File: src/rtl/core/bpcm_pkg.sv
package bpcm_pkg;

  localparam int unsigned MaxFramesDef = 16;
  localparam int unsigned PinBitsDef   = 16;

  localparam int unsigned CfgW   = 5;
  localparam int unsigned ReqW   = 3;
  localparam int unsigned FileW  = 8;
  localparam int unsigned PageW  = 32;
  localparam int unsigned FrameW = 4;
  localparam int unsigned StatW  = 3;

  localparam logic [ReqW-1:0] ReqRead    = 3'd0;
  localparam logic [ReqW-1:0] ReqUnpin   = 3'd1;
  localparam logic [ReqW-1:0] ReqAlloc   = 3'd2;
  localparam logic [ReqW-1:0] ReqDispose = 3'd3;
  localparam logic [ReqW-1:0] ReqFlush   = 3'd4;

  localparam logic [StatW-1:0] StHit    = 3'd0;
  localparam logic [StatW-1:0] StLoad   = 3'd1;
  localparam logic [StatW-1:0] StDone   = 3'd2;
  localparam logic [StatW-1:0] StAllPin = 3'd3;
  localparam logic [StatW-1:0] StNotPin = 3'd4;
  localparam logic [StatW-1:0] StPinned = 3'd5;

  typedef enum logic [2:0] {
    OpNone,
    OpLatch,
    OpPin,
    OpUnpin,
    OpClear,
    OpSetFrame,
    OpSweepStep,
    OpFlushStep
  } dp_op_e;

  typedef struct packed {
    dp_op_e     op;
    logic       emit;
    logic       emit_last;
    logic [StatW-1:0] emit_status;
    logic       emit_use_hit;
    logic       emit_wb;
    logic       emit_cur;
    logic       cnt_clr;
  } dp_cmd_t;

  typedef struct packed {
    logic [ReqW-1:0] req;
    logic       hit;
    logic       hit_pinned;
    logic       any_free;
    logic       cur_valid;
    logic       cur_ref;
    logic       cur_pinned;
    logic       cur_dirty;
    logic       cur_match;
    logic       cnt_end;
  } dp_stat_t;

endpackage

File: src/rtl/core/bpcm_ctrl.sv
module bpcm_ctrl
  import bpcm_pkg::*;
(
  input  logic     clk_i,
  input  logic     rst_ni,
  input  logic     start_i,
  output logic     busy_o,
  input  dp_stat_t stat_i,
  output dp_cmd_t  cmd_o
);

  typedef enum logic [2:0] {
    SIdle,
    SLook,
    SSweep,
    SFlush,
    SFlushDone,
    SAssign
  } state_e;

  state_e state_q, state_d;

  assign busy_o = (state_q != SIdle);

  always_comb begin
    state_d = state_q;
    cmd_o   = '{op: OpNone, emit_status: StDone, default: '0};
    case (state_q)
      SIdle: begin
        if (start_i) begin
          cmd_o.op = OpLatch;
          state_d  = SLook;
        end
      end
      SLook: begin
        cmd_o.emit      = 1'b1;
        cmd_o.emit_last = 1'b1;
        cmd_o.cnt_clr   = 1'b1;
        state_d         = SIdle;
        case (stat_i.req)
          ReqRead, ReqAlloc: begin
            if (stat_i.hit) begin
              cmd_o.op           = OpPin;
              cmd_o.emit_status  = StHit;
              cmd_o.emit_use_hit = 1'b1;
            end else if (!stat_i.any_free) begin
              cmd_o.emit_status = StAllPin;
            end else begin
              cmd_o.emit = 1'b0;
              state_d    = SSweep;
            end
          end
          ReqUnpin: begin
            if (stat_i.hit) begin
              cmd_o.emit_use_hit = 1'b1;
              if (stat_i.hit_pinned) begin
                cmd_o.op = OpUnpin;
              end else begin
                cmd_o.emit_status = StNotPin;
              end
            end
          end
          ReqDispose: begin
            if (stat_i.hit) begin
              cmd_o.emit_use_hit = 1'b1;
              if (stat_i.hit_pinned) begin
                cmd_o.emit_status = StPinned;
              end else begin
                cmd_o.op = OpClear;
              end
            end
          end
          ReqFlush: begin
            cmd_o.emit = 1'b0;
            state_d    = SFlush;
          end
          default: ;
        endcase
      end
      SSweep: begin
        cmd_o.op = OpSweepStep;
        if (!stat_i.cur_valid) begin
          state_d = SAssign;
        end else if (!stat_i.cur_ref && !stat_i.cur_pinned) begin
          cmd_o.emit     = stat_i.cur_dirty;
          cmd_o.emit_wb  = 1'b1;
          cmd_o.emit_cur = 1'b1;
          state_d        = SAssign;
        end else if (stat_i.cnt_end) begin
          state_d = SAssign;
        end
      end
      SAssign: begin
        cmd_o.op          = OpSetFrame;
        cmd_o.emit        = 1'b1;
        cmd_o.emit_last   = 1'b1;
        cmd_o.emit_cur    = 1'b1;
        cmd_o.emit_status = (stat_i.req == ReqRead) ? StLoad : StDone;
        state_d           = SIdle;
      end
      SFlush: begin
        if (stat_i.cur_match && stat_i.cur_pinned) begin
          cmd_o.emit        = 1'b1;
          cmd_o.emit_last   = 1'b1;
          cmd_o.emit_cur    = 1'b1;
          cmd_o.emit_status = StPinned;
          state_d           = SIdle;
        end else begin
          cmd_o.op       = OpFlushStep;
          cmd_o.emit     = stat_i.cur_match && stat_i.cur_dirty;
          cmd_o.emit_wb  = 1'b1;
          cmd_o.emit_cur = 1'b1;
          if (stat_i.cnt_end) state_d = SFlushDone;
        end
      end
      SFlushDone: begin
        cmd_o.emit      = 1'b1;
        cmd_o.emit_last = 1'b1;
        state_d         = SIdle;
      end
      default: state_d = SIdle;
    endcase
  end

  always_ff @(posedge clk_i or negedge rst_ni) begin
    if (!rst_ni) begin
      state_q <= SIdle;
    end else begin
      state_q <= state_d;
    end
  end

endmodule

File: src/rtl/core/bpcm_dp.sv
module bpcm_dp
  import bpcm_pkg::*;
#(
  parameter int unsigned MaxFrames = MaxFramesDef,
  parameter int unsigned PinBits   = PinBitsDef
) (
  input  logic              clk_i,
  input  logic              rst_ni,
  input  logic              cfg_valid_i,
  input  logic [CfgW-1:0]   cfg_data_i,
  input  logic [ReqW-1:0]   req_type_i,
  input  logic [FileW-1:0]  file_id_i,
  input  logic [PageW-1:0]  page_no_i,
  input  logic              mark_dirty_i,
  input  dp_cmd_t           cmd_i,
  output dp_stat_t          stat_o,
  output logic              res_valid_o,
  output logic [FrameW-1:0] frame_no_o,
  output logic [StatW-1:0]  status_o,
  output logic              is_writeback_o,
  output logic [FileW-1:0]  wb_file_id_o,
  output logic [PageW-1:0]  wb_page_no_o,
  output logic              last_o
);

  localparam int unsigned IdxW = (MaxFrames > 1) ? $clog2(MaxFrames) : 1;
  localparam int unsigned CntW = $clog2(2 * MaxFrames + 2);
  localparam logic [PinBits-1:0] PinTop = '1;

  logic [CfgW-1:0]    nf_q;
  logic [IdxW:0]      n_act;
  logic [IdxW-1:0]    hand_q, cur_q, hit_idx;
  logic [CntW-1:0]    cnt_q;
  logic [MaxFrames-1:0] vld_q, ref_q, dty_q;
  logic [PinBits-1:0] pins_q [MaxFrames];
  logic [FileW-1:0]   file_q [MaxFrames];
  logic [PageW-1:0]   page_q [MaxFrames];
  logic [ReqW-1:0]    req_q;
  logic [FileW-1:0]   rfile_q;
  logic [PageW-1:0]   rpage_q;
  logic               md_q, hit;
  logic               any_free;
  logic [IdxW-1:0]    nxt_hand;
  logic [IdxW:0]      hand_inc;

  always_comb begin
    if (nf_q == '0) begin
      n_act = (IdxW+1)'(1);
    end else if (32'(nf_q) > MaxFrames) begin
      n_act = (IdxW+1)'(MaxFrames);
    end else begin
      n_act = (IdxW+1)'(nf_q);
    end
  end

  always_comb begin
    hit      = 1'b0;
    hit_idx  = '0;
    any_free = 1'b0;
    for (int i = MaxFrames - 1; i >= 0; i--) begin
      if ((IdxW+1)'(i) < n_act) begin
        if (pins_q[i] == '0) any_free = 1'b1;
        if (vld_q[i] && file_q[i] == rfile_q && page_q[i] == rpage_q) begin
          hit     = 1'b1;
          hit_idx = IdxW'(i);
        end
      end
    end
  end

  assign hand_inc = (IdxW+1)'(hand_q) + 1'b1;
  assign nxt_hand = (hand_inc >= n_act) ? '0 : hand_inc[IdxW-1:0];

  assign stat_o.req        = req_q;
  assign stat_o.hit        = hit;
  assign stat_o.hit_pinned = pins_q[hit_idx] != '0;
  assign stat_o.any_free   = any_free;
  assign stat_o.cur_valid  = vld_q[cur_q];
  assign stat_o.cur_ref    = ref_q[cur_q];
  assign stat_o.cur_pinned = pins_q[cur_q] != '0;
  assign stat_o.cur_dirty  = dty_q[cur_q];
  assign stat_o.cur_match  = vld_q[cur_q] && file_q[cur_q] == rfile_q
                             && (IdxW+1)'(cur_q) < n_act;
  assign stat_o.cnt_end    = (req_q == ReqFlush)
                             ? ((IdxW+1)'(cur_q) + 1'b1 >= n_act)
                             : (cnt_q >= CntW'(2 * n_act));

  always_ff @(posedge clk_i) begin
    if (cmd_i.op == OpLatch) begin
      req_q   <= req_type_i;
      rfile_q <= file_id_i;
      rpage_q <= page_no_i;
      md_q    <= mark_dirty_i;
    end
    if (cmd_i.op == OpSetFrame) begin
      file_q[hand_q] <= rfile_q;
      page_q[hand_q] <= rpage_q;
    end
  end

  always_ff @(posedge clk_i or negedge rst_ni) begin
    if (!rst_ni) begin
      nf_q   <= CfgW'(MaxFramesDef);
      hand_q <= IdxW'(MaxFrames - 1);
      cur_q  <= '0;
      cnt_q  <= '0;
      vld_q  <= '0;
      ref_q  <= '0;
      dty_q  <= '0;
      for (int i = 0; i < MaxFrames; i++) pins_q[i] <= '0;
    end else begin
      if (cfg_valid_i) nf_q <= cfg_data_i;
      case (cmd_i.op)
        OpLatch: begin
          cur_q <= '0;
        end
        OpPin: begin
          ref_q[hit_idx] <= 1'b1;
          if (pins_q[hit_idx] != PinTop) pins_q[hit_idx] <= pins_q[hit_idx] + 1'b1;
        end
        OpUnpin: begin
          pins_q[hit_idx] <= pins_q[hit_idx] - 1'b1;
          if (md_q) dty_q[hit_idx] <= 1'b1;
        end
        OpClear: begin
          vld_q[hit_idx]  <= 1'b0;
          ref_q[hit_idx]  <= 1'b0;
          dty_q[hit_idx]  <= 1'b0;
          pins_q[hit_idx] <= '0;
        end
        OpSweepStep: begin
          if (vld_q[cur_q] && ref_q[cur_q]) ref_q[cur_q] <= 1'b0;
          hand_q <= cur_q;
          cur_q  <= (((IdxW+1)'(cur_q) + 1'b1) >= n_act) ? '0 : cur_q + 1'b1;
          cnt_q  <= cnt_q + 1'b1;
        end
        OpSetFrame: begin
          vld_q[hand_q]  <= 1'b1;
          ref_q[hand_q]  <= 1'b1;
          dty_q[hand_q]  <= 1'b0;
          pins_q[hand_q] <= PinBits'(1);
        end
        OpFlushStep: begin
          if (stat_o.cur_match) begin
            vld_q[cur_q]  <= 1'b0;
            ref_q[cur_q]  <= 1'b0;
            dty_q[cur_q]  <= 1'b0;
            pins_q[cur_q] <= '0;
          end
          cur_q <= cur_q + 1'b1;
        end
        default: ;
      endcase
      if (cmd_i.cnt_clr) begin
        cnt_q <= '0;
        cur_q <= (req_q == ReqFlush) ? '0 : nxt_hand;
      end
    end
  end

  always_ff @(posedge clk_i or negedge rst_ni) begin
    if (!rst_ni) begin
      res_valid_o <= 1'b0;
    end else begin
      res_valid_o <= cmd_i.emit;
    end
  end

  always_ff @(posedge clk_i) begin
    if (cmd_i.emit) begin
      frame_no_o     <= '0;
      status_o       <= cmd_i.emit_status;
      is_writeback_o <= 1'b0;
      wb_file_id_o   <= '0;
      wb_page_no_o   <= '0;
      last_o         <= cmd_i.emit_last;
      if (cmd_i.emit_use_hit) frame_no_o <= FrameW'(hit_idx);
      if (cmd_i.emit_cur) begin
        frame_no_o <= (cmd_i.op == OpSetFrame) ? FrameW'(hand_q) : FrameW'(cur_q);
      end
      if (cmd_i.emit_wb && !cmd_i.emit_last) begin
        is_writeback_o <= 1'b1;
        status_o       <= StDone;
        wb_file_id_o   <= file_q[cur_q];
        wb_page_no_o   <= page_q[cur_q];
      end
    end
  end

  a_wb_not_last: assert property (@(posedge clk_i) disable iff (!rst_ni)
    res_valid_o && is_writeback_o |-> !last_o) else $error("writeback marked last");
  a_setframe_valid: assert property (@(posedge clk_i) disable iff (!rst_ni)
    cmd_i.op == OpSetFrame |=> vld_q[$past(hand_q)]) else $error("frame not set");
  a_one_shot: assert property (@(posedge clk_i) disable iff (!rst_ni)
    res_valid_o && last_o |=> !res_valid_o) else $error("result after last");

endmodule

File: src/rtl/core/buffer_pool_clock_manager_top.sv
// Channel  | Ports                                          | Handshake
// request  | req_type_i file_id_i page_no_i mark_dirty_i    | start & !busy
// result   | frame_no_o status_o is_writeback_o wb_*_o last_o | done_o strobe
// config   | cfg_data_i (num_frames)                        | cfg_valid_i & cfg_ready_o
// After the accepting edge busy stays high while the request is handled: for hits
// and errors, for a miss while the clock sweep steps over frames, and for a flush;
// each result is registered and appears in the cycle after the step that makes it.
// Results cannot be stalled. Reset clears the valid, reference, dirty and pin state
// of every frame and puts the hand on MaxFrames minus one.
module buffer_pool_clock_manager_top
  import bpcm_pkg::*;
#(
  parameter int unsigned MaxFrames = MaxFramesDef,
  parameter int unsigned PinBits   = PinBitsDef
) (
  input  logic              clk_i,
  input  logic              rst_ni,
  input  logic              start,
  output logic              busy,
  input  logic [ReqW-1:0]   req_type_i,
  input  logic [FileW-1:0]  file_id_i,
  input  logic [PageW-1:0]  page_no_i,
  input  logic              mark_dirty_i,
  output logic              done_o,
  output logic [FrameW-1:0] frame_no_o,
  output logic [StatW-1:0]  status_o,
  output logic              is_writeback_o,
  output logic [FileW-1:0]  wb_file_id_o,
  output logic [PageW-1:0]  wb_page_no_o,
  output logic              last_o,
  input  logic              cfg_valid_i,
  output logic              cfg_ready_o,
  input  logic [CfgW-1:0]   cfg_data_i
);

  dp_cmd_t  cmd;
  dp_stat_t stat;

  assign cfg_ready_o = 1'b1;

  bpcm_ctrl u_ctrl (
    .clk_i  (clk_i),
    .rst_ni (rst_ni),
    .start_i(start),
    .busy_o (busy),
    .stat_i (stat),
    .cmd_o  (cmd)
  );

  bpcm_dp #(.MaxFrames(MaxFrames), .PinBits(PinBits)) u_dp (
    .clk_i         (clk_i),
    .rst_ni        (rst_ni),
    .cfg_valid_i   (cfg_valid_i),
    .cfg_data_i    (cfg_data_i),
    .req_type_i    (req_type_i),
    .file_id_i     (file_id_i),
    .page_no_i     (page_no_i),
    .mark_dirty_i  (mark_dirty_i),
    .cmd_i         (cmd),
    .stat_o        (stat),
    .res_valid_o   (done_o),
    .frame_no_o    (frame_no_o),
    .status_o      (status_o),
    .is_writeback_o(is_writeback_o),
    .wb_file_id_o  (wb_file_id_o),
    .wb_page_no_o  (wb_page_no_o),
    .last_o        (last_o)
  );

endmodule
File: config.mk
export PLATFORM = sky130hd
export DESIGN_NAME = buffer_pool_clock_manager_top
export DESIGN_NICKNAME = d
export VERILOG_FILES = /design/src/rtl/core/bpcm_pkg.sv /design/src/rtl/core/bpcm_ctrl.sv /design/src/rtl/core/bpcm_dp.sv /design/src/rtl/core/buffer_pool_clock_manager_top.sv
export SDC_FILE = /design/constraint.sdc
export NUM_CORES = 2
export LEC_CHECK = 0
export BUFFER_PORTS_ARGS = -buffer_cell sky130_fd_sc_hd__buf_2
export CORE_ASPECT_RATIO = 0.6
export CORE_MARGIN = 3
export CORE_UTILIZATION = 30
export DETAILED_ROUTE_END_ITERATION = 12
export PLACE_DENSITY = 0.46
export SLEW_MARGIN = 30
export SYNTH_ARGS = -nofsm -noshare
export SYNTH_HDL_FRONTEND = slang
export SYNTH_SLANG_ARGS = --single-unit
export TNS_END_PERCENT = 30
File: constraint.sdc
create_clock -name clk_i -period 8.5 [get_ports clk_i]
set_input_delay 0.85 -clock clk_i [delete_from_list [all_inputs] [get_ports clk_i]]
set_output_delay 0.85 -clock clk_i [all_outputs]
set_load 0.03 [all_outputs]
Word level (Yosys, flattened, before mapping)

Memory sizes are Yosys's and may differ from the RTL's. A register that Yosys moved wholly into a read port is not among the register bits.
Cells that the tools add are included.

Bits in latches: 0
ROM bits: 0
Memory bits (writable): 640
Bits in registers: 388
Memories: 2
Output and inout port bits: 52

Memory list:

| memory      | words | width | read ports | clocked after Yosys merged registers in | write ports | RTL line      | RTL |
|---|---|---|---|---|---|---|---|
| u_dp.page_q | 16    | 32    | 17         | 1                                       | 1           | bpcm_dp.sv:37 | `logic [PageW-1:0] page_q [MaxFrames];` |
| u_dp.file_q | 16    | 8     | 17         | 0                                       | 1           | bpcm_dp.sv:36 | `logic [FileW-1:0] file_q [MaxFrames];` |

$add $sub $neg: 6
Mux-type cells: 194
Equal/unequal tests: 57
Bitwise gates (word level): 24
Order comparisons: 33
Multipliers: 0
Shifts and indexed selects: 0
Reduce and logical (&&, ||, !) cells: 86
Divide/modulo/power cells: 0

Operators with widths:

| cell                 | count |
|---|---|
| $pmux W256 S5        | 1 |
| $and A256 B256 Y256  | 2 |
| $bwmux W256          | 2 |
| $eq A32 B32 Y1       | 16 |
| $mux W256            | 2 |
| $not A256 Y256       | 2 |
| $logic_not A16 Y1    | 16 |
| $and A240 B240 Y240  | 1 |
| $not A240 Y240       | 1 |
| $demux W16 S4        | 3 |
| $mux W16             | 12 |
| $mux W4              | 42 |
| $eq A8 B8 Y1         | 17 |
| $bmux W16 S4         | 2 |
| $and A16 B16 Y16     | 7 |
| $mux W1              | 85 |
| $or A16 B16 Y16      | 5 |
| $pmux W16 S5         | 1 |
| $pmux W16 S4         | 1 |
| $not A16 Y16         | 3 |
| $pmux W16 S3         | 1 |
| $logic_and A1 B1 Y1  | 45 |
| $lt A4 B5 Y1 const A | 8 |
| $mux W3              | 13 |
| other kinds (49)     | 112 |

Depth between registers and ports, before layout

An unclocked memory read counts as a cell.

Depth after elaboration: 48
Gate-level depth with buffers: 29
Gate-level depth less buffers: 21

Modules after synthesis

A second synthesis with hierarchy kept.

Cells, all modules: 5,149
Area, all modules: 59,772.3 µm²

Modules (own cells, without submodules):

| module                        | cells an instance | times used | area each (µm²) |
|---|---|---|---|
| bpcm_dp                       | 5,073             | 1          | 59,241.8 |
| bpcm_ctrl                     | 74                | 1          | 519.2 |
| buffer_pool_clock_manager_top | 2                 | 1          | 11.3 |

Least setup slack after synthesis

No wires, ideal clock.

Path kind: register to register
From: register u_dp.cur_q[0]
To: register u_dp.frame_no_o[0] (enable)
Data arrival time: 6.976 ns
Path slack: 0.999 ns
Cell stages (with the launch flop): 10
Library setup time: 0.525 ns
Cell sequence: dfrtp_1 -> buf_1 -> clkbuf_1 -> clkbuf_1 -> clkbuf_1 -> mux4_2 -> mux4_2 -> nor3_1 -> nor2_1 -> o21ai_0

RTL lines:

| element                | RTL line       | RTL |
|---|---|---|
| from (decl)            | bpcm_dp.sv:32  | `logic [IdxW-1:0] hand_q, cur_q, hit_idx;` |
| from (signal assigned) | bpcm_dp.sv:134 | `cur_q <= (((IdxW+1)'(cur_q) + 1'b1) >= n_act) ? '0 : cur_q + 1'b1;` |
| from (signal assigned) | bpcm_dp.sv:150 | `cur_q <= cur_q + 1'b1;` |
| from (signal assigned) | bpcm_dp.sv:156 | `cur_q <= (req_q == ReqFlush) ? '0 : nxt_hand;` |
| to (signal assigned)   | bpcm_dp.sv:177 | `if (cmd_i.emit_use_hit) frame_no_o <= FrameW'(hit_idx);` |
| to (signal assigned)   | bpcm_dp.sv:179 | `frame_no_o <= (cmd_i.op == OpSetFrame) ? FrameW'(hand_q) : FrameW'(cur_q);` |
| to (decl)              | bpcm_dp.sv:18  | `output logic [FrameW-1:0] frame_no_o,` |

==> flow_metrics.py <==
metrics = {
    "grt": {
        "grt_overflow": 0,
        "grt_util_met1": 0.6320,
        "gr-usage-all-layers": 0.3941,
        "grt_max_degree": 128,
        "grt_pass1_wl_um": 536000,
        "met2_usage": 0.4119,
        "grt.busiest_layer": "met1",
        "grt_util_met3": 0.2542,
        "grt_pass1_vias": 50570,
        "antenna_found_initial": 85,
    },
    "placed_design": {
        "pre_cts_slack_ns": 0.2821,
        "io_buffers": 103,
        "gp_congestion": 1.092,
        "dp_hpwl_um": 339000,
        "place_inst": 8515,
        "placed_area_mm2": 0.07129,
    },
    "synthesis": {
        "yosysUniqueCellTypes": 129,
        "synthArstFlopShare": 0.3085,
        "synth_edf_count": 733,
        "syn_nets": 5296,
        "ys_top_cells_by_area": "edfxtp_1, dfrtp_1, mux4_2",
        "yosys_warnings": 0,
        "yosys.area.top_type": "edfxtp_1",
        "synth_seq_cells": 1060,
        "synth_area_per_cell_um2": 11.58,
        "synth_top_cell_area_share": 0.3644,
        "seq_area_frac_synth": 0.5000,
        "synth_flop_cell": "edfxtp_1",
        "syn_inst": 5216,
        "syn-cell-area_mm2": 0.06040,
    },
    "drt": {
        "drtIter0Drc": 11140,
        "vias_per_cell": 6.499,
        "drc": 0,
        "drt_pass1_iterations": 7,
        "ant_nets": 0,
        "vias": 57050,
        "drt_wl_total_um": 418600,
        "wire_per_inst_um": 47.68,
    },
    "floorplanning": {
        "rows": 126,
        "die_w_um": 585.3,
        "initial_core_util": 0.3045,
        "fp.coreArea_mm2": 0.1983,
        "dieArea_mm2": 0.2069,
        "die_h_um": 353.6,
        "boundaryPins": 105,
    },
    "sta": {
        "hold_viol_final": 0,
        "period_minus_slack_ns": 8.465,
        "tightest_slew_ns": 1.204,
        "fin_ws_ns": 0.03513,
        "rsz0062_at_grt": "no",
        "maxSlewViolCount": 0,
        "skew_ns": 0.05683,
        "slew_headroom": 0.1913,
        "setup_viol": 0,
        "max_freq_ghz": 0.1181,
        "finalCritPeriodShare": 0.9959,
    },
    "critical_path": {
        "cp.arrival_ns": 9.09,
        "crit_type": "reg2reg",
        "max_stage_delay_ns": 0.93,
        "path_delay_family": "simple AND/OR/NAND/NOR gates",
        "crit_fanout": 12,
        "start_kind": "flop",
        "path_buf_inv": 8,
        "worstPathCellList": "buf_12 -> xnor2_1 -> nand4_1 -> nor4_1 -> nand4_1 -> buf_4 -> o21a_1 -> buf_4 -> nor4_4 -> buf_4 -> nand3_1 -> o21ai_0 -> buf_4 -> nor4_1 -> nand2_1 -> buf_4 -> nor3b_1 -> and3b_1 -> a31o_2 -> a41oi_2 -> buf_4 -> o21ai_1 -> buf_4 -> o22ai_1",
        "cp.required_ns": 9.12,
        "critPathMostFrequentCell": "buf_4",
        "critPathSlowestCell": "nor3b_1",
        "end_kind": "flop",
    },
    "clock_network": {
        "clock_path_buffers": 3,
        "tritoncts": "done",
        "clk_pin_slew_ns": 0.07,
        "clock-root-buffer": "clkbuf_16",
        "clock_sinks": 1060,
        "cts_max_level": 3,
        "hold_buffers": 0,
        "cts_made_buffers": 114,
        "clk_latency_ns": 0.78,
    },
    "pwr": {
        "power_density_mw_per_mm2": 315.2,
        "finalPower_w": 0.02375,
        "p_sw_w": 0.01097,
        "power_frac_clock": 0.226,
        "ir_drop_uv": 204.9,
        "swShare": 0.4618,
        "seqPwrFrac": 0.299,
        "p_leak_nw": 26.85,
        "pwr-share-comb": 0.475,
        "intPower_w": 0.01278,
    },
    "run_status": {
        "status": "finished, final reports clean",
    },
    "run": {
        "cap_violations": 0,
    },
    "finish": {
        "final_common_cell": "buf_4",
        "finalInstanceArea_mm2": 0.07532,
        "final_cell_mix": "buf_4, edfxtp_1, xnor2_1",
        "layout-drive-gt1-share": 0.2550,
        "fillers": 19490,
        "post-route-util": 0.3798,
        "area_delta_synth_final_pct": 24.72,
        "num-nets-final": 6091,
        "fin_cells": 8779,
    },
    "worst_hold_path": {
        "min_path_type": "in2async",
    },
}
-- area by class of cell --
class                      count  area (µm²)  area share
tap                         2624        3283     0.04359
timing repair buffer        1010        8974      0.1191
antenna                       48       120.1    0.001595
clock buffer                 151        3134     0.04161
clock inverter                61       678.2    0.009003
sequential                  1060       30210      0.4011
inverter                     111       417.9    0.005548
multi-input combinational   3714       28500      0.3784
-- final timing paths --
path | start | endpoint | slack, ns | cells after the start
max | u_dp.rpage_q[1]$_DFFE_PN_ | flop | 0.04 | 24
min | rst_ni | u_dp.nf_q[1]$_DFFE_PN0P_ | 0.13 | 1
max reg2reg | u_dp.rpage_q[1]$_DFFE_PN_ | flop | 0.04 | 24
min reg2reg | u_dp.dty_q[14]$_DFFE_PN0P_ | u_dp.dty_q[14]$_DFFE_PN0P_ | 0.50 | 1
max in group asynchronous | rst_ni | async pin | 6.26 | 4
min in group clk_i | req_type_i[1] | u_dp.req_q[1]$_DFFE_PN_ | 0.24 | 1
-- per-layer routing --
layer  vias up  share of wire
met5         -        0.00076
met4        48          0.015
met3       410           0.19
met2      4548           0.31
met1     30230           0.48
li1      21820              -
-- power groups by stage --
stage | combinational [W] | sequential, W | clock, W
2_1_floorplan | 0.00416 | 0.00689 | 0
3_3_place_gp | 0.0106 | 0.00711 | 0
3_5_place_dp | 0.0105 | 0.00712 | 0
4_1_cts | 0.0106 | 0.00702 | 0.00542
5_1_grt | 0.0113 | 0.00708 | 0.00560
6_report | 0.0113 | 0.00709 | 0.00537
-- through the flow --
stage	TNS [ns]	hold slack [ns]
finish	0	0.1338
global route	0	0.1445
CTS	0	0.1108
detailed placement	0	0.4745
global placement	-49.72	0.4562
floorplan	0	0.4325
-- cell usage after synthesis, types with 45 or more instances --
library cell and number:
a21oi_1 214, a22o_1 67, a32o_1 83, buf_2 83, buf_4 48, clkbuf_1 159
dfrtp_1 322, edfxtp_1 733, inv_1 107, mux4_2 217, nand2_1 422, nand2b_1 127
nand3_1 162, nand4_1 294, nor2_1 194, nor2b_1 55, nor3_1 82, nor4_1 171
o21ai_0 244, o22ai_1 45, o2bb2ai_1 66, xnor2_1 517, xor2_1 123
-- logic make-up after synthesis --
logic type	Yosys count	synth area share
AOI/OAI and AO/OA	1061	0.1252
xor gates and xnor gates	640	0.09281
adders and majority gates	28	0.005759
buffers and inverters	442	0.03350
DFF	1060	0.5000
muxes	274	0.09063
other	1	0.00006209
and+or+nand+nor	1710	0.1520
-- what timing repair did --
action,CTS,global route
buffers inserted,0,2
setup endpoints to repair,0,7
resized for setup,0,5
Power figures use the tool's default switching activity.
